File: config.mk
export PLATFORM = sky130hd
export DESIGN_NAME = fan_tach_rpm_meter_flat
export DESIGN_NICKNAME = d
export VERILOG_FILES = /design/src/hdl/ftrm_pkg.sv /design/src/hdl/ftrm_if.sv /design/src/hdl/ftrm_front.sv /design/src/hdl/ftrm_queue.sv /design/src/hdl/ftrm_div.sv /design/src/hdl/fan_tach_rpm_meter.sv /design/src/flat_wrapper.sv
export VERILOG_INCLUDE_DIRS = /design/src /design/src/hdl
export SDC_FILE = /design/constraint.sdc
export NUM_CORES = 1
export LEC_CHECK = 0
export BUFFER_PORTS_ARGS = -buffer_cell sky130_fd_sc_hd__buf_2
export CORE_ASPECT_RATIO = 1.75
export CORE_UTILIZATION = 58
export CTS_CLUSTER_DIAMETER = 80
export DETAILED_ROUTE_END_ITERATION = 12
export GPL_TIMING_DRIVEN = 0
export HOLD_SLACK_MARGIN = 0.12
export PLACE_DENSITY = 0.81
export SLEW_MARGIN = 20
export SYNTH_ARGS = -nofsm -noshare
export SYNTH_HDL_FRONTEND = slang
export SYNTH_SLANG_ARGS = --single-unit
File: constraint.sdc
create_clock -name clock -period 6.2 [get_ports clock]
set_clock_uncertainty 0.2 [all_clocks]
set_input_delay 1.24 -clock clock [delete_from_list [all_inputs] [get_ports clock]]
set_output_delay 1.24 -clock clock [all_outputs]
set_load 0.02 [all_outputs]
File: src/hdl/assert_macros.svh
// Assertion macros shared by the fan tachometer meter RTL.
`ifndef ASSERT_MACROS_SVH
`define ASSERT_MACROS_SVH

// Property must hold at every clock edge outside reset.
`define ASSERT_ALWAYS(lbl, clk, rst, prop, msg) \
   lbl: assert property (@(posedge clk) disable iff (rst) (prop)) else $error(msg);

// Condition must never be seen at a clock edge outside reset.
`define ASSERT_NEVER(lbl, clk, rst, cond, msg) \
   lbl: assert property (@(posedge clk) disable iff (rst) !(cond)) else $error(msg);

`endif

File: src/hdl/ftrm_pkg.sv
// Shared types and constants of the fan tachometer meter.
`default_nettype none
package ftrm_pkg;

   localparam int TIME_W     = 32;
   localparam int PPM_W      = 8;
   localparam int RATE_W     = 32;
   localparam int SPEED_W    = 32;
   localparam int NUM_W      = RATE_W + PPM_W;   // clock rate times pulses
   localparam int DEN_W      = TIME_W + 1;       // twice the interval
   localparam int LIMIT_W    = RATE_W + 2;       // three times the clock rate
   localparam int CSR_IDX_W  = 1;
   localparam int CSR_DATA_W = 32;

   localparam logic [CSR_IDX_W-1:0] CSR_PULSES = 1'd0;
   localparam logic [CSR_IDX_W-1:0] CSR_RATE   = 1'd1;

   localparam logic ACT_EDGE  = 1'b0;
   localparam logic ACT_QUERY = 1'b1;

   localparam logic [PPM_W-1:0]  PPM_RESET  = 8'd2;
   localparam logic [RATE_W-1:0] RATE_RESET = 32'd2000000;

   typedef enum logic {
      JOB_ZERO,
      JOB_DIVIDE
   } job_kind_type;

   typedef struct packed {
      job_kind_type     kind;
      logic [NUM_W-1:0] num;
      logic [DEN_W-1:0] den;
   } job_type;

   typedef struct packed {
      logic full;
      logic empty;
   } queue_status_type;

endpackage
`default_nettype wire

File: src/hdl/ftrm_if.sv
// Handshake channel interfaces: request, response and register write.
`default_nettype none
interface ftrm_req_if;
   import ftrm_pkg::*;
   logic              valid;
   logic              ready;
   logic              action;
   logic [TIME_W-1:0] timer_now;
   modport source (output valid, action, timer_now, input ready);
   modport sink   (input valid, action, timer_now, output ready);
endinterface

interface ftrm_rsp_if;
   import ftrm_pkg::*;
   logic               valid;
   logic               ready;
   logic [SPEED_W-1:0] speed_value;
   modport source (output valid, speed_value, input ready);
   modport sink   (input valid, speed_value, output ready);
endinterface

interface ftrm_csr_if;
   import ftrm_pkg::*;
   logic                  valid;
   logic                  ready;
   logic [CSR_IDX_W-1:0]  index;
   logic [CSR_DATA_W-1:0] wdata;
   modport source (output valid, index, wdata, input ready);
   modport sink   (input valid, index, wdata, output ready);
endinterface
`default_nettype wire

File: src/hdl/ftrm_front.sv
// Front end: registers, edge counting and capture, query classification.
`default_nettype none
`include "assert_macros.svh"
module ftrm_front (
   input  logic                      clock,
   input  logic                      reset,
   ftrm_req_if.sink                  req_if,
   ftrm_csr_if.sink                  csr_if,
   input  ftrm_pkg::queue_status_type q_status,
   output logic                      push,
   output ftrm_pkg::job_type         push_job
);
   import ftrm_pkg::*;

   logic [PPM_W-1:0]   ppm_ff, ppm_in;
   logic [RATE_W-1:0]  rate_ff, rate_in;
   logic [PPM_W-1:0]   cnt_ff, cnt_in;
   logic [TIME_W-1:0]  last_ff, last_in;
   logic [TIME_W-1:0]  intv_ff, intv_in;

   logic               accept;
   logic [PPM_W-1:0]   cnt_inc;
   logic               capture;
   logic [TIME_W-1:0]  age;
   logic [LIMIT_W-1:0] limit;
   logic               stale;

   assign csr_if.ready = 1'b1;
   assign req_if.ready = !q_status.full;
   assign accept       = req_if.valid && req_if.ready;

   assign cnt_inc = cnt_ff + PPM_W'(1);
   assign capture = (cnt_inc == ppm_ff);

   // wrapping age of the last capture against 3x the tick rate (exact)
   assign age   = req_if.timer_now - last_ff;
   assign limit = {2'b00, rate_ff} + {1'b0, rate_ff, 1'b0};
   assign stale = ({2'b00, age} >= limit);

   assign push          = accept && (req_if.action == ACT_QUERY);
   assign push_job.kind = ((intv_ff == '0) || stale) ? JOB_ZERO : JOB_DIVIDE;
   assign push_job.num  = {{PPM_W{1'b0}}, rate_ff} * {{RATE_W{1'b0}}, ppm_ff};
   assign push_job.den  = {intv_ff, 1'b0};

   always_comb begin
      ppm_in  = ppm_ff;
      rate_in = rate_ff;
      cnt_in  = cnt_ff;
      last_in = last_ff;
      intv_in = intv_ff;
      if (csr_if.valid && csr_if.ready) begin
         case (csr_if.index)
            CSR_PULSES: ppm_in  = csr_if.wdata[PPM_W-1:0];
            CSR_RATE:   rate_in = csr_if.wdata[RATE_W-1:0];
            default:    ;
         endcase
      end
      if (accept && (req_if.action == ACT_EDGE)) begin
         if (capture) begin
            cnt_in  = '0;
            intv_in = req_if.timer_now - last_ff;
            last_in = req_if.timer_now;
         end else begin
            cnt_in = cnt_inc;
         end
      end
   end

   always_ff @(posedge clock) begin
      if (reset) begin
         ppm_ff  <= PPM_RESET;
         rate_ff <= RATE_RESET;
         cnt_ff  <= '0;
         last_ff <= '0;
         intv_ff <= '0;
      end else begin
         ppm_ff  <= ppm_in;
         rate_ff <= rate_in;
         cnt_ff  <= cnt_in;
         last_ff <= last_in;
         intv_ff <= intv_in;
      end
   end

   `ASSERT_ALWAYS(a_capture_clears, clock, reset, (accept && (req_if.action == ACT_EDGE) && capture) |=> (cnt_ff == '0), "count not cleared after capture")

endmodule
`default_nettype wire

File: src/hdl/ftrm_queue.sv
// Short FIFO of classified queries between front end and divider.
`default_nettype none
`include "assert_macros.svh"
module ftrm_queue #(
   parameter int DEPTH = 2
) (
   input  logic                       clock,
   input  logic                       reset,
   input  logic                       push,
   input  ftrm_pkg::job_type          push_job,
   input  logic                       pop,
   output ftrm_pkg::job_type          head,
   output ftrm_pkg::queue_status_type status
);
   import ftrm_pkg::*;

   localparam int PTR_W = $clog2(DEPTH);
   localparam int CNT_W = $clog2(DEPTH + 1);

   job_type            slot_ff [DEPTH];
   logic [PTR_W-1:0]   wr_ff, wr_in;
   logic [PTR_W-1:0]   rd_ff, rd_in;
   logic [CNT_W-1:0]   count_ff, count_in;

   assign head         = slot_ff[rd_ff];
   assign status.full  = (count_ff == CNT_W'(DEPTH));
   assign status.empty = (count_ff == '0);

   always_comb begin
      wr_in    = wr_ff;
      rd_in    = rd_ff;
      count_in = count_ff;
      if (push) begin
         wr_in = (wr_ff == PTR_W'(DEPTH - 1)) ? '0 : wr_ff + PTR_W'(1);
      end
      if (pop) begin
         rd_in = (rd_ff == PTR_W'(DEPTH - 1)) ? '0 : rd_ff + PTR_W'(1);
      end
      if (push && !pop) begin
         count_in = count_ff + CNT_W'(1);
      end else if (pop && !push) begin
         count_in = count_ff - CNT_W'(1);
      end
   end

   always_ff @(posedge clock) begin
      if (reset) begin
         wr_ff    <= '0;
         rd_ff    <= '0;
         count_ff <= '0;
      end else begin
         wr_ff    <= wr_in;
         rd_ff    <= rd_in;
         count_ff <= count_in;
      end
   end

   always_ff @(posedge clock) begin
      if (push) begin
         slot_ff[wr_ff] <= push_job;
      end
   end

   `ASSERT_NEVER(a_no_overflow, clock, reset, push && status.full, "push into full queue")
   `ASSERT_NEVER(a_no_underflow, clock, reset, pop && status.empty, "pop from empty queue")

endmodule
`default_nettype wire

File: src/hdl/ftrm_div.sv
// Back end: radix-2 restoring divider with saturation and result register.
`default_nettype none
`include "assert_macros.svh"
module ftrm_div (
   input  logic                       clock,
   input  logic                       reset,
   input  ftrm_pkg::queue_status_type q_status,
   input  ftrm_pkg::job_type          head,
   output logic                       pop,
   ftrm_rsp_if.source                 rsp_if
);
   import ftrm_pkg::*;

   localparam int STEP_W = $clog2(SPEED_W);
   localparam logic [STEP_W-1:0] STEP_LAST = STEP_W'(SPEED_W - 1);

   typedef enum logic [1:0] {
      ST_IDLE,
      ST_RUN,
      ST_OUT
   } state_type;

   state_type          state_ff, state_in;
   logic [DEN_W-1:0]   rem_ff, rem_in;
   logic [DEN_W-1:0]   den_ff, den_in;
   logic [SPEED_W-1:0] quot_ff, quot_in;
   logic [STEP_W-1:0]  step_ff, step_in;
   logic               out_valid_ff, out_valid_in;
   logic [SPEED_W-1:0] out_data_ff, out_data_in;

   logic [DEN_W:0]     rem_shift;
   logic [DEN_W:0]     rem_diff;
   logic               take;

   assign rem_shift = {rem_ff, quot_ff[SPEED_W-1]};
   assign rem_diff  = rem_shift - {1'b0, den_ff};
   assign take      = (rem_shift >= {1'b0, den_ff});

   assign rsp_if.valid       = out_valid_ff;
   assign rsp_if.speed_value = out_data_ff;

   always_comb begin
      state_in     = state_ff;
      rem_in       = rem_ff;
      den_in       = den_ff;
      quot_in      = quot_ff;
      step_in      = step_ff;
      out_valid_in = out_valid_ff && !rsp_if.ready;
      out_data_in  = out_data_ff;
      pop          = 1'b0;
      case (state_ff)
         ST_IDLE: begin
            if (!q_status.empty) begin
               pop = 1'b1;
               if (head.kind == JOB_ZERO) begin
                  quot_in  = '0;
                  state_in = ST_OUT;
               end else if (DEN_W'(head.num[NUM_W-1:SPEED_W]) >= head.den) begin
                  // quotient needs more than 32 bits
                  quot_in  = '1;
                  state_in = ST_OUT;
               end else begin
                  rem_in   = DEN_W'(head.num[NUM_W-1:SPEED_W]);
                  quot_in  = head.num[SPEED_W-1:0];
                  den_in   = head.den;
                  step_in  = '0;
                  state_in = ST_RUN;
               end
            end
         end
         ST_RUN: begin
            rem_in  = take ? rem_diff[DEN_W-1:0] : rem_shift[DEN_W-1:0];
            quot_in = {quot_ff[SPEED_W-2:0], take};
            step_in = step_ff + STEP_W'(1);
            if (step_ff == STEP_LAST) begin
               state_in = ST_OUT;
            end
         end
         ST_OUT: begin
            if (!out_valid_ff || rsp_if.ready) begin
               out_valid_in = 1'b1;
               out_data_in  = quot_ff;
               state_in     = ST_IDLE;
            end
         end
         default: state_in = ST_IDLE;
      endcase
   end

   always_ff @(posedge clock) begin
      if (reset) begin
         state_ff     <= ST_IDLE;
         out_valid_ff <= 1'b0;
      end else begin
         state_ff     <= state_in;
         out_valid_ff <= out_valid_in;
         rem_ff       <= rem_in;
         den_ff       <= den_in;
         quot_ff      <= quot_in;
         step_ff      <= step_in;
         out_data_ff  <= out_data_in;
      end
   end

   `ASSERT_ALWAYS(a_run_ends, clock, reset, (state_ff == ST_RUN && step_ff == STEP_LAST) |=> (state_ff == ST_OUT), "divider did not finish after last step")

endmodule
`default_nettype wire

File: src/hdl/fan_tach_rpm_meter.sv
// Top level of the one-channel fan tachometer speed meter.
// Usage:
//   req_if carries one word per event: action 0 is a tach falling edge, action 1 a
//   speed query; timer_now is the free-running 32-bit timer sampled with it.
//   csr_if writes register 0 (pulses per measure, 8 bits) or register 1 (timer ticks per
//   second); it is always ready. The user must write it only while idle; the block does not enforce it.
//   rsp_if returns one word per query: speed = rate * pulses / (2 * interval),
//   zero if no interval was captured or the capture is at least 3 s (in ticks) old,
//   saturated to 32 bits. Edges return nothing.
// Timing:
//   Edges are taken one per cycle while the query queue is not full and update the
//   capture state at once. A query is classified on acceptance and queued; the
//   divider resolves one bit per cycle, and further queries wait in the queue
//   while it works. Zero or saturated answers skip the divider's bit steps.
//   req_if.ready drops only while the query queue is full.
// Reset: clears count, capture time and interval, loads pulses 2 and rate
//   2000000, and empties queue and result register.
// Stall: a held result sits in the output register while the divider keeps
//   working on the next queued query.
`default_nettype none
module fan_tach_rpm_meter #(
   parameter int QUEUE_DEPTH = 2
) (
   input  logic        clock,
   input  logic        reset,
   ftrm_req_if.sink    req_if,
   ftrm_rsp_if.source  rsp_if,
   ftrm_csr_if.sink    csr_if
);
   import ftrm_pkg::*;

   queue_status_type q_status;
   job_type          push_job;
   job_type          head;
   logic             push;
   logic             pop;

   // front end: config registers, edge capture, query classification
   ftrm_front u_front (
      .clock    (clock),
      .reset    (reset),
      .req_if   (req_if),
      .csr_if   (csr_if),
      .q_status (q_status),
      .push     (push),
      .push_job (push_job)
   );

   // decouples acceptance from the multi-cycle divide
   ftrm_queue #(
      .DEPTH (QUEUE_DEPTH)
   ) u_queue (
      .clock    (clock),
      .reset    (reset),
      .push     (push),
      .push_job (push_job),
      .pop      (pop),
      .head     (head),
      .status   (q_status)
   );

   // back end: divide, saturate, hold result for the receiver
   ftrm_div u_div (
      .clock    (clock),
      .reset    (reset),
      .q_status (q_status),
      .head     (head),
      .pop      (pop),
      .rsp_if   (rsp_if)
   );

endmodule
`default_nettype wire

File: src/flat_wrapper.sv
// flat-port wrapper written by rule: the top's interface ports become plain ports
module fan_tach_rpm_meter_flat import ftrm_pkg::*;
#(
   parameter int QUEUE_DEPTH = 2
)
  (clock, reset, req_if_valid, req_if_action, req_if_timer_now, req_if_ready, rsp_if_valid, rsp_if_speed_value, rsp_if_ready, csr_if_valid, csr_if_index, csr_if_wdata, csr_if_ready);
  ftrm_req_if req_if_i ();
  ftrm_rsp_if rsp_if_i ();
  ftrm_csr_if csr_if_i ();
  input  logic clock;
  input  logic reset;
  input wire logic [$bits(req_if_i.valid)-1:0] req_if_valid;
  input wire logic [$bits(req_if_i.action)-1:0] req_if_action;
  input wire logic [$bits(req_if_i.timer_now)-1:0] req_if_timer_now;
  output wire logic [$bits(req_if_i.ready)-1:0] req_if_ready;
  output wire logic [$bits(rsp_if_i.valid)-1:0] rsp_if_valid;
  output wire logic [$bits(rsp_if_i.speed_value)-1:0] rsp_if_speed_value;
  input wire logic [$bits(rsp_if_i.ready)-1:0] rsp_if_ready;
  input wire logic [$bits(csr_if_i.valid)-1:0] csr_if_valid;
  input wire logic [$bits(csr_if_i.index)-1:0] csr_if_index;
  input wire logic [$bits(csr_if_i.wdata)-1:0] csr_if_wdata;
  output wire logic [$bits(csr_if_i.ready)-1:0] csr_if_ready;
  assign req_if_i.valid = req_if_valid;
  assign req_if_i.action = req_if_action;
  assign req_if_i.timer_now = req_if_timer_now;
  assign req_if_ready = req_if_i.ready;
  assign rsp_if_valid = rsp_if_i.valid;
  assign rsp_if_speed_value = rsp_if_i.speed_value;
  assign rsp_if_i.ready = rsp_if_ready;
  assign csr_if_i.valid = csr_if_valid;
  assign csr_if_i.index = csr_if_index;
  assign csr_if_i.wdata = csr_if_wdata;
  assign csr_if_ready = csr_if_i.ready;
  fan_tach_rpm_meter #(.QUEUE_DEPTH(QUEUE_DEPTH)) u_core (.clock(clock), .reset(reset), .req_if(req_if_i), .rsp_if(rsp_if_i), .csr_if(csr_if_i));
endmodule
Word-level counts from Yosys, hierarchy flattened:

Memory sizes are Yosys's and may differ from the RTL's. A register that Yosys moved wholly into a read port is not among the register bits.
Index checks and enable logic that the tools add are counted.

* multipliers: 1
* mux-type cells: 33
* equality and inequality tests: 10
* order comparisons: 3
* add/sub/neg operators: 9
* reductions and logical operators: 26
* bitwise operators: 5

Operator list (count)
* 2-to-1 mux 33 bit: 4
* 2-to-1 mux 32 bit: 3
* case mux 33 bit (2 select lines): 1
* case mux 32 bit (2 select lines): 1
* multiplier 32 x 8 -> 40 bit: 1
* adder 32 x 33 -> 34 bit: 1
* >= comparator 32 x 34 -> 1 bit: 1
* >= comparator 34 x 33 -> 1 bit: 1
* >= comparator 8 x 33 -> 1 bit: 1
* subtractor 33 bit: 1
* logical NOT 32 bit: 1
* subtractor 32 bit: 1
* 2-to-1 mux 5 bit: 3
* 2-to-1 mux 2 bit: 7
* 2-to-1 mux 1 bit: 11
* inequality test 2 bit, second input constant: 5
* case mux 5 bit (2 select lines): 1
* AND reduction 5 bit: 2
* AND reduction 3 bit: 3
* adder 8 x 1 -> 8 bit, second input constant: 1
* equality test 8 bit: 1
* 2-to-1 mux 8 bit: 1
* logical AND 1 bit: 6
* case mux 2 bit (3 select lines): 1
* other kinds (13): 28

* memory bits (writable): 146
* word-level logic and storage cells: 103
* register bits: 254
* memories: 1

Memory list
* u_core.u_queue.slot_ff: depth 2, bits a word 73, rd ports 1, clocked after Yosys merged registers in 1, write ports 1, RTL line ftrm_queue.sv:20 `job_type slot_ff [DEPTH];`

Longest topological paths before layout:

* depth after elaboration: 8
* mapped depth: 22
* gate-level depth less buffers: 21

Cells and area by module:

Synthesis repeated with hierarchy kept, for this count alone.

* cell total of the unflattened synthesis: 2989
* area total of the unflattened synthesis: 29379.4 µm²

Modules (own cells, without submodules)
* ftrm_front: times used 1, sequential area each 2242.2 µm², cells each 2017, area an instance 16224.3 µm²
* ftrm_div: times used 1, sequential area each 4113.9 µm², cells each 720, area an instance 7589.8 µm²
* ftrm_queue: times used 1, sequential area each 4544.4 µm², cells each 252, area an instance 5565.3 µm²

Worst setup path after synthesis:

No wires, ideal clock.

* kind: reg-to-reg
* from: register (tool-made name)
* to: register u_core.u_div.den_ff[10], enable pin
* path buffers: 5
* slack: -0.718 ns
* arrival: 6.217 ns
* cell stages (with the launch flop): 15
* required time: 5.499 ns
* cells stage by stage: dfxtp_1 -> buf_1 -> clkbuf_1 -> buf_1 -> clkbuf_1 -> mux2i_1 -> ha_1 -> inv_1 -> o21bai_1 -> a21oi_1 -> o21ai_0 -> nand3_1 -> a2111oi_2 -> clkbuf_1 -> nor4_1

RTL lines
* end signal, assigned: RTL line ftrm_div.sv:98 `den_ff <= den_in;`
* end, declared: RTL line ftrm_div.sv:25 `logic [DEN_W-1:0] den_ff, den_in;`

==> impl_metrics.csv <==
group,metric,value,unit
global_routing,grt.busiest_layer,"met2",
logic_synthesis,synth_edf_count,280,
sta,finalCriticalPeriod,6099,ps
clocking,cts_buffers,38,
clocking,clockBufferDepth,3,
final_layout,drive_gt1_frac,0.1058,
logic_synthesis,yosys.cell_types.count,82,
setup_path,start_kind,"flip-flop",
global_routing,antenna_found_initial,0,
final_layout,antenna_cells,0,
final_layout,area_delta_synth_final,10.25,%
setup_path,cp_common_cell,"fa_1",
detailed_routing,dr.pass1.iters,6,
setup_path,arrival,6180,ps
floorplanning,io_pins,106,
final_layout,final_common_cell,"nand2_1",
setup_path,cp_data_required_time,6280,ps
sta,clock.fmax,164.0,MHz
power,power,8.737,mW
power,leakage,13.47,nW
sta,rsz0062_at_grt,"true",
clocking,clock_sinks,400,
detailed_routing,ant_nets,0,
floorplanning,die-width,172.5,um
run_status,status,"finished, final reports clean",
logic_synthesis,syn-instance-count,3040,
setup_path,crit_family,"adder cells",
global_routing,grt_max_degree,30,
placement,preCtsSetupSlack,-577.5,ps
sta,tightest_slew,900.2,ps
power,ir_drop,0.2046,mV
logic_synthesis,ys_seq_area_frac,0.3666,
global_routing,overflow,0,
detailed_routing,finalWirelength,75850,um
floorplanning,coreArea,50320,sq um
detailed_routing,vias,23100,
final_layout,final_nets,3648,
logic_synthesis,synth-seq-cells,400,
placement,gp_congestion,0.9421,
global_routing,grt_pass1_wl,121500,um
floorplanning,dieArea,51790,sq um
final_layout,final_cell_mix,"nand2_1 (344), inv_1 (304), edfxtp_1 (280)",
setup_path,cp_slowest_stage_delay,540,ps
setup_path,worst-setup-path-type,"reg2reg",
global_routing,grtUsageMet1,0.3309,
setup_path,worst_setup_path_end_kind,"flip-flop",
setup_path,crit_fanout,10,
clocking,cts_tree,"done",
logic_synthesis,netlist_area,29490,sq um
global_routing,met3_usage,0.03396,
detailed_routing,wl_per_cell,19.50,um
floorplanning,initial_core_util,0.5860,
global_routing,met2_usage,0.5524,
power,powerDensity,268.7,nW/um^2
setup_path,critPathSlowestCell,"fa_1",
global_routing,grt_pass1_vias,24000,
setup_path,crit_path_cell_trace,"clkbuf_4, and2_1, fa_1, fa_1, fa_1, inv_1, fa_1, inv_1, ha_1, clkbuf_1, and2_1, a311o_1, a211oi_2, o31ai_1, o2111ai_2, a211oi_1, a2111oi_2, a21oi_1, xnor2_1",
placement,numPortBuffers,104,
hold_path,hold_path_class,"reg2reg",
global_routing,track_usage,0.3013,
run,maxCapViolCount,0,
placement,dpl.hpwl,59730,um
sta,slew_violations,0,
floorplanning,std_cell_rows,109,
sta,finalHoldViolCount,0,
logic_synthesis,async_reset_ff_frac,0,
clocking,hold_buffers,0,
clocking,htreeDepth,2,
clocking,clockRootBuffer,"clkbuf_16",
logic_synthesis,syn_area_per_cell,9.701,sq um
setup_path,worst-path-buf-inv,4,
logic_synthesis,synth_warnings,0,
sta,min_period_over_period,0.9838,
sta,whs,252.4,ps
logic_synthesis,synthFlopType,"edfxtp_1",
logic_synthesis,synth_nets,3492,
clocking,path_clk_slew,60,ps
sta,setup-violations-final,0,
floorplanning,die_h,300.3,um
detailed_routing,avgViaCountPerCell,5.939,
detailed_routing,drtIter0Drc,1550,
sta,relSlewSlack,0.3949,
detailed_routing,remaining_drc_errors,0,
clocking,insertion_delay,550,ps
sta,fin_ws,100.6,ps
worst register-to-register path, cell delays in order (launching register included):
cell and delay, ps:
dfxtp_4 390, clkbuf_4 220, and2_1 200, fa_1 520
fa_1 520, fa_1 540, inv_1 50, fa_1 530
inv_1 50, ha_1 280, clkbuf_1 190, and2_1 240
a311o_1 330, a211oi_2 260, o31ai_1 150, o2111ai_2 340
a211oi_1 150, a2111oi_2 380, a21oi_1 140, xnor2_1 150
power by group:
group          switching [mW]  leakage, nW  total, mW  internal [mW]
registers               0.178         3.60       3.49           3.31
clock network            1.01        0.609       2.37           1.36
logic                    1.78         9.26       2.88           1.10
state kept, by name (all words and copies together), names as in the netlist, 2 cells and up, named ones only:
name,count
u_core.u_div.rsp_if.speed_value,32
u_core.u_queue.count_ff,2
u_core.u_front.cnt_ff,8
u_core.u_div.quot_ff,32
u_core.u_queue.slot_ff,146
u_core.u_front.ppm_ff,8
u_core.u_front.rate_ff,32
u_core.u_div.den_ff,32
u_core.u_front.last_ff,32
u_core.u_div.state_ff,2
u_core.u_front.intv_ff,32
u_core.u_div.rem_ff,33
u_core.u_div.step_ff,5
final timing paths:
check	cells past startpoint	start	endpoint	slack, ps
worst min register to register	2	u_core.u_front.last_ff[25]$_SDFFE_PP0P_	u_core.u_front.last_ff[25]$_SDFFE_PP0P_	250
worst max register to register	19	u_core.u_front.ppm_ff[7]$_SDFFE_PP0P_	u_core.u_queue.slot_ff[1][71]$_DFFE_PP_	100
worst min-delay path	2	u_core.u_front.last_ff[25]$_SDFFE_PP0P_	u_core.u_front.last_ff[25]$_SDFFE_PP0P_	250
worst max-delay path	19	u_core.u_front.ppm_ff[7]$_SDFFE_PP0P_	u_core.u_queue.slot_ff[1][71]$_DFFE_PP_	100
per-layer routing:
layer  up-vias  wire [um]
met4         0       4691
met5         -          0
met3       256       3823
met1     11190      27870
li1      10830          -
met2       827      39460
cell type report:
cell class / instances / area (sq um)
fillers: 3953 / 17810
multi-input cells: 2204 / 17160
flip-flops and latches: 400 / 10850
inverters: 304 / 1141
clock buffers: 50 / 1077
well taps: 666 / 833.3
repair buffers: 120 / 710.7
plain buffers: 128 / 540.5
clock inverters: 18 / 195.2
stage by stage:
| step | std cells | utilization | setup TNS, ps | area (sq um) |
|---|---|---|---|---|
| global route | 3890 | 0.6461 | -63.43 | 32510 |
| finish | 3890 | 0.6461 | 0 | 32510 |
| detailed placement | 3823 | 0.6173 | -39000 | 31070 |
| floorplan | 3040 | - | 0 | 29500 |
| CTS | 3890 | 0.6440 | 0 | 32410 |
| global placement | 3810 | 0.6130 | -152230 | 30850 |
cells in the mapped netlist (5+ instances only):
library cell  instances  area (sq um)
nand2_1             344          1291
inv_1               304          1141
edfxtp_1            280          8408
a21oi_1             237          1186
and2_1              214          1339
ha_1                198          2477
fa_1                183          3664
o21ai_0             128         640.6
dfxtp_1             120          2402
nor2_1              120         450.4
clkbuf_1            114         427.9
xnor2_1              79         691.9
a21o_1               70         525.5
mux2_2               65         732.0
nand3_1              57         285.3
o21ai_1              38         190.2
nor3_1               37         185.2
xor2_1               37         324.1
o21a_1               30         225.2
nor4_1               26         162.7
a211oi_1             23         172.7
and3_1               22         137.6
nand2b_1             22         137.6
nor2b_1              21         131.4
o211ai_1             21         157.7
a31oi_1              16         100.1
nand4_1              16         100.1
o21bai_1             16         120.1
or3_1                16         100.1
nand3b_1             15         112.6
mux2i_1              12         120.1
nor3b_1              12         90.09
buf_1                11         41.29
o31ai_1               9         67.56
or4_1                 9         67.56
or2_2                 8         50.05
a21boi_0              7         52.55
a221oi_1              7         61.31
and4_1                7         61.31
a211o_1               6         52.55
buf_2                 6         30.03
a2111oi_0             5         43.79
a311o_1               5         50.05
o31a_1                5         43.79
what timing repair did:
action / CTS / global route
pin swaps: 0 / 4
endpoints found under the setup margin: 101 / 47
gates resized for setup: 35 / 56
setup buffers: 0 / 3
kinds of logic (layout without fill, tap and decap cells):
kind of cell,count (synthesis),after routing,share of synthesized area
and+or+nand+nor,952,952,0.1612
AOI/OAI and AO/OA,676,676,0.1439
buffers and inverters,436,620,0.05588
DFF,400,400,0.3666
adders and majority gates,381,381,0.2082
xor gates and xnor gates,117,117,0.03521
muxes,77,77,0.02889
other,1,1,0.0001272
No activity file was read; power rests on OpenSTA's default activity.
